==> config.mk <==
export PLATFORM = sky130hd
export DESIGN_NAME = ebss_ctrl
export DESIGN_NICKNAME = d
export VERILOG_FILES = /design/src/hw/rtl/ebss_pkg.sv /design/src/hw/rtl/ebss_ctrl.sv
export SDC_FILE = /design/constraint.sdc
export NUM_CORES = 1
export LEC_CHECK = 0
export BUFFER_PORTS_ARGS = -buffer_cell sky130_fd_sc_hd__buf_2
export CAP_MARGIN = 20
export CORE_UTILIZATION = 40
export DETAILED_ROUTE_END_ITERATION = 6
export PLACE_DENSITY = 0.77
export SYNTH_ARGS = -nofsm -noshare
export SYNTH_HDL_FRONTEND = slang
export SYNTH_SLANG_ARGS = --single-unit
==> constraint.sdc <==
create_clock -name clk -period 2 [get_ports clk]
set_input_delay 0.2 -clock clk [delete_from_list [all_inputs] [get_ports clk]]
set_output_delay 0.2 -clock clk [all_outputs]
set_load 0.02 [all_outputs]
==> src/hw/rtl/ebss_pkg.sv <==
// Shared types, constants and table functions for the entropy split search block.
`timescale 1ns / 1ps

package ebss_pkg;

  localparam int DEF_MAX_SAMPLES = 256;
  localparam int DEF_NUM_CLASSES = 16;
  localparam int DEF_VALUE_BITS  = 32;

  localparam int IN_VALUE_W = 32;
  localparam int IN_CLASS_W = 4;
  localparam int OUT_THR_W  = 32;
  localparam int ENT_W      = 26;
  localparam logic [ENT_W-1:0] ENT_MAX = '1;

  // Values within this many LSBs of the first sample count as equal (about 0.0001).
  localparam int SAME_TOL = 6;

  typedef enum logic {
    OP_PREP,
    OP_PASS
  } rd_op_t;

  typedef struct packed {
    logic   ld;
    logic   clr;
    logic   rd_en;
    rd_op_t rd_op;
    logic   rd_first;
    logic   advance;
    logic   sweep_init;
    logic   sweep_en;
    logic   tot_en;
    logic   cmp;
    logic   out_load;
  } cmd_t;

  typedef struct packed {
    logic spread;
    logic mixed;
    logic nxt_found;
  } sts_t;

  // n*log2(n) in Q16.16; log2 is built by repeated squaring with 32 fraction bits.
  // Only evaluated at elaboration to fill a constant table.
  function automatic logic [63:0] nlog_q16(input int unsigned n);
    int unsigned k;
    logic [63:0] m;
    logic [63:0] frac;
    logic [63:0] lg;
    k    = 0;
    frac = '0;
    if (n < 2) begin
      return '0;
    end
    while ((n >> (k + 1)) != 0) begin
      k++;
    end
    m = (64'(n) << 31) >> k;
    for (int b = 31; b >= 0; b--) begin
      m = (m * m) >> 31;
      if (m >= (64'd1 << 32)) begin
        m       = m >> 1;
        frac[b] = 1'b1;
      end
    end
    lg = (64'(k) << 32) | frac;
    return (lg * 64'(n) + 64'h8000) >> 16;
  endfunction

endpackage

==> src/hw/rtl/ebss_ctrl.sv <==
// Sequencer for loading, scanning, sweeping and scoring the sample column.
`timescale 1ns / 1ps

module ebss_ctrl #(
  parameter int MAX_SAMPLES = ebss_pkg::DEF_MAX_SAMPLES,
  parameter int NUM_CLASSES = ebss_pkg::DEF_NUM_CLASSES,
  localparam int AW    = $clog2(MAX_SAMPLES),
  localparam int CNT_W = $clog2(MAX_SAMPLES + 1),
  localparam int CLS_W = $clog2(NUM_CLASSES)
) (
  input  logic               clk,
  input  logic               rst_n,
  input  logic               in_valid,
  input  logic               in_last,
  output logic               in_ready,
  output logic               out_valid,
  input  logic               out_ready,
  input  ebss_pkg::sts_t     sts,
  input  logic [CNT_W-1:0]   cnt,
  output ebss_pkg::cmd_t     cmd,
  output logic [AW-1:0]      rd_addr,
  output logic [CLS_W-1:0]   cls_idx
);

  typedef enum logic [3:0] {
    S_LOAD,
    S_CLR,
    S_PREP,
    S_PREP_END,
    S_CHK,
    S_PASS,
    S_PASS_END,
    S_PCHK,
    S_SWEEP,
    S_SWEEP_END,
    S_TOT,
    S_TERM,
    S_CMP,
    S_FIN,
    S_OUT
  } state_t;

  state_t           state_r;
  logic [CNT_W-1:0] idx_r;
  logic [CLS_W-1:0] cls_r;
  logic             idx_last;
  logic             cls_last;

  assign idx_last  = (idx_r == CNT_W'(cnt - 1'b1));
  assign cls_last  = (cls_r == CLS_W'(NUM_CLASSES - 1));
  assign rd_addr   = idx_r[AW-1:0];
  assign cls_idx   = cls_r;
  assign in_ready  = (state_r == S_LOAD);
  assign out_valid = (state_r == S_OUT);

  always_comb begin
    cmd       = '0;
    cmd.rd_op = ebss_pkg::OP_PREP;
    case (state_r)
      S_LOAD: cmd.ld = in_valid;
      S_CLR:  cmd.clr = 1'b1;
      S_PREP: begin
        cmd.rd_en    = 1'b1;
        cmd.rd_first = (idx_r == '0);
      end
      S_CHK:  cmd.advance = 1'b1;
      S_PASS: begin
        cmd.rd_en = 1'b1;
        cmd.rd_op = ebss_pkg::OP_PASS;
      end
      S_PCHK:  cmd.sweep_init = 1'b1;
      S_SWEEP: cmd.sweep_en = 1'b1;
      S_TOT:   cmd.tot_en = 1'b1;
      S_CMP: begin
        cmd.cmp     = 1'b1;
        cmd.advance = 1'b1;
      end
      S_FIN:   cmd.out_load = 1'b1;
      default: cmd = '0;
    endcase
  end

  always_ff @(posedge clk) begin
    if (!rst_n) begin
      state_r <= S_LOAD;
      idx_r   <= '0;
      cls_r   <= '0;
    end else begin
      case (state_r)
        S_LOAD: begin
          if (in_valid && in_last) begin
            state_r <= S_CLR;
          end
        end
        S_CLR: begin
          idx_r   <= '0;
          state_r <= (cnt < CNT_W'(2)) ? S_FIN : S_PREP;
        end
        S_PREP: begin
          if (idx_last) begin
            state_r <= S_PREP_END;
          end else begin
            idx_r <= idx_r + 1'b1;
          end
        end
        S_PREP_END: state_r <= S_CHK;
        S_CHK: begin
          idx_r   <= '0;
          state_r <= (sts.spread && sts.mixed) ? S_PASS : S_FIN;
        end
        S_PASS: begin
          if (idx_last) begin
            state_r <= S_PASS_END;
          end else begin
            idx_r <= idx_r + 1'b1;
          end
        end
        S_PASS_END: state_r <= S_PCHK;
        S_PCHK: begin
          cls_r   <= '0;
          state_r <= sts.nxt_found ? S_SWEEP : S_FIN;
        end
        S_SWEEP: begin
          if (cls_last) begin
            state_r <= S_SWEEP_END;
          end else begin
            cls_r <= cls_r + 1'b1;
          end
        end
        S_SWEEP_END: state_r <= S_TOT;
        S_TOT:       state_r <= S_TERM;
        S_TERM:      state_r <= S_CMP;
        S_CMP: begin
          idx_r   <= '0;
          state_r <= S_PASS;
        end
        S_FIN: state_r <= S_OUT;
        S_OUT: begin
          if (out_ready) begin
            state_r <= S_LOAD;
          end
        end
        default: state_r <= S_LOAD;
      endcase
    end
  end

endmodule

==> key figures <==
Run
  • Maxcap violations: 0

Worst setup path
  • CP Cell Sequence: xnor2_2 > or4_1 > a32oi_1 > and4_4 > buf_12 > o211ai_2 > mux2i_1
  • CP required: 2.20 ns
  • Startpoint Class: register
  • Cell count along the critical path: 7
  • CP bufs+invs: 1
  • Critical Path AT: 2.12 ns
  • CP max-delay cell: or4_1
  • Max Fanout on Critical Path: 10
  • Crit Path Category: register to register
  • Critical path endpoint category: register
  • Crit path max-delay family: simple AND/OR/NAND/NOR gates
  • CP max stage delay: 0.46 ns
  • R2R depth: 7

Logic synthesis
  • Syn. warnings: 0
  • Unique cell type count in the Yosys netlist: 46
  • Share of the synthesized area in the top cell type: 23.7%
  • Cells after synthesis: 192
  • Asr flop ratio synth: 0%
  • Cell taking the most area after synthesis: dfxtp_1
  • Mean post-synth cell area: 7.47 µm²
  • Yosys reg bits: 17
  • Top post-synthesis cells by area: dfxtp_1 24%, nand2_1 5.8%, xnor2_1 5.5%, buf_4 4.2%, a21oi_1 3.8%
  • Synth Flop Type: dfxtp_1
  • EDFF count, synth: 0
  • Synth Net Count: 213
  • Synthesized area: 1430 µm²
  • Register area share after synthesis: 23.7%

Placed design
  • Gp weighted congestion: 0.938
  • IO Port Bufs: 41
  • Area after DPL: 1800 µm²
  • Post-DP HPWL: 2890 µm
  • # placed instances: 288

Die
  • Die Width: 61.9 µm
  • Die Y: 61.9 µm
  • Starting Density: 42.3%
  • Core ar.: 3390 µm²
  • Die ar.: 3830 µm²
  • Ports: 42
  • Rows: 21

STA
  • Hold WS: 0.220 ns
  • F_max: 520 MHz
  • Final min period: 1.92 ns
  • Period utilisation layout: 96.1%
  • Clk_skew: 0.00410 ns
  • Worst Max-Slew Pin Slew: 0.482 ns
  • Final TNS setup: 0 ns
  • Pins Over Slew Limit: 0
  • Max transition margin: 67.5%
  • Hold Vio Cnt, Final: 0
  • Final setup vio count: 0
  • Unrepaired setup endpoints after global routing: yes

CTS
  • Max clock buf depth: 2
  • CTS H-tree lvls: 1
  • CTS tree: yes
  • Cts bufs inserted: 3
  • Buffer count from post-CTS setup fixing: 0
  • # hold bufs at CTS: 0
  • CTS resizes: 0
  • Clock sink total: 17
  • Clock-pin slew on the worst setup and hold paths: 0.11 ns
  • Clk root buf: clkbuf_4
  • Worst skew pair latency: 0.30 ns

Layout
  • Layout Nets: 269
  • Design Area, Final: 1870 µm²
  • Layout Area Growth over Synthesis: 30.7%
  • Fill cell count: 329
  • Layout Utilization: 55.3%
  • Post-Layout Cell Count: 293
  • Layout cells sized above 1: 34.0%
  • Diodes inserted: 0

Status
  • Status: completed

Pwr
  • Peak VDD IR: 534 µV
  • Pwr Density: 708 nW/µm²
  • Leakage: 0.810 nW

Routing
  • Overall routed net length: 3650 µm
  • DR pass1 iterations: 4
  • Via density: 5.37
  • Starting DRT DRC Count: 79
  • Wire per inst: 12.5 µm
  • # DRC: 0
  • ANT nets after route: 0
  • Total number of vias: 1573

Global route
  • Number of global-route vias before repair: 1259
  • Largest net degree at the start of global routing: 20
  • Initial antenna violation count: 0
  • Global-route wire length before repair: 5460 µm
  • GRT overflow: 0
  • Tot GR Track Use: 18.8%

Worst hold path
  • Min-delay worst type: primary input to register
  • Cell depth of the worst min-delay path: 2
worst paths after layout:
path | endpoint | slack [ns] | start
worst max-delay path | state_r[0]$_SDFFE_PN0P_ | 0.08 | idx_r[8]$_SDFFE_PN0P_
worst min-delay path | state_r[2]$_SDFFE_PN0P_ | 0.22 | rst_n
worst max register to register | state_r[0]$_SDFFE_PN0P_ | 0.08 | idx_r[8]$_SDFFE_PN0P_
worst min register to register | idx_r[8]$_SDFFE_PN0P_ | 0.51 | idx_r[8]$_SDFFE_PN0P_
kinds of logic after synthesis:
logic type               count (synthesis)  synth area share, %
AND/OR/NAND/NOR                         87                 33.2
AO/OA/AOI/OAI                           40                 18.7
buffers and inverters                   27                 10.2
flip-flops                              17                 23.7
XOR/XNOR                                14                 8.55
adder cells (fa/ha/maj)                  4                 3.49
multiplexers                             3                 2.09
report_power, final:
| part | switching [mW] | internal [mW] |
|---|---|---|
| clock | 0.123 | 0.0747 |
| sequential | 0.0375 | 0.368 |
| combinational | 0.412 | 0.312 |
| total | 0.573 | 0.755 |
routing by layer:
metal  share of wire (%)  up-vias  global-route usage, %
met3                 4.4        2                   1.24
met4                0.49        0                   4.76
met1                  45      730                   24.6
li1                    -      795                      -
met2                  50       46                   33.6
met5                   0        -                      0
through the flow:
stage,power [mW],setup WS (ns)
after detailed placement,1.13,-0.206
after CTS,1.33,0.0651
final,1.33,0.0773
after floorplan,0.875,-0.0368
after global placement,1.12,-0.181
after global routing,1.42,-0.00895
layout by cell type (no fill, tap or decap), types with 6 or more instances in the layout:
master / instances
o21ai_1: 6
or3_1: 7
dfxtp_1: 15
nor3_1: 7
a21oi_1: 11
xnor2_1: 8
nand2_1: 22
nor2_1: 11
o21ai_0: 6
inv_1: 10
buf_2: 41
buf_4: 25
layout make-up:
class | count | area (µm²) | share of cell area, %
sequential | 17 | 343 | 18.3
clock inverter | 1 | 5.00 | 0.267
timing repair buffer | 68 | 438 | 23.4
tap | 46 | 57.6 | 3.07
multi-input combinational | 148 | 971 | 51.8
clock buffer | 3 | 22.5 | 1.20
inverter | 10 | 37.5 | 2.00
sequential cells by signal (all words and copies together), names as in the netlist:
register / flops
idx_r: 9
cls_idx: 4
state_r: 4
synthesized netlist by cell type, drive strengths merged, types with 2 or more instances:
library cell	count
nand4	3
or3	7
nor2	12
o31ai	4
nor3	7
ha	4
buf	11
nand2	22
a21oi	11
nor2b	4
o21a	2
clkbuf	6
xor2	5
dfxtp	17
inv	10
nand3	5
and2	3
mux2i	3
xnor2	9
and4	2
o21ai	12
nor4	4
nand4b	3
or4	4
nand2b	5
nand3b	2
nor4b	2
worst register-to-register path, stage by stage (launching register included):
cell      delay, ns
dfxtp_2        0.36
xnor2_2        0.15
or4_1          0.46
a32oi_1        0.17
and4_4         0.29
buf_12         0.13
o211ai_2       0.11
mux2i_1        0.14
(Power assumes the default switching activity.)
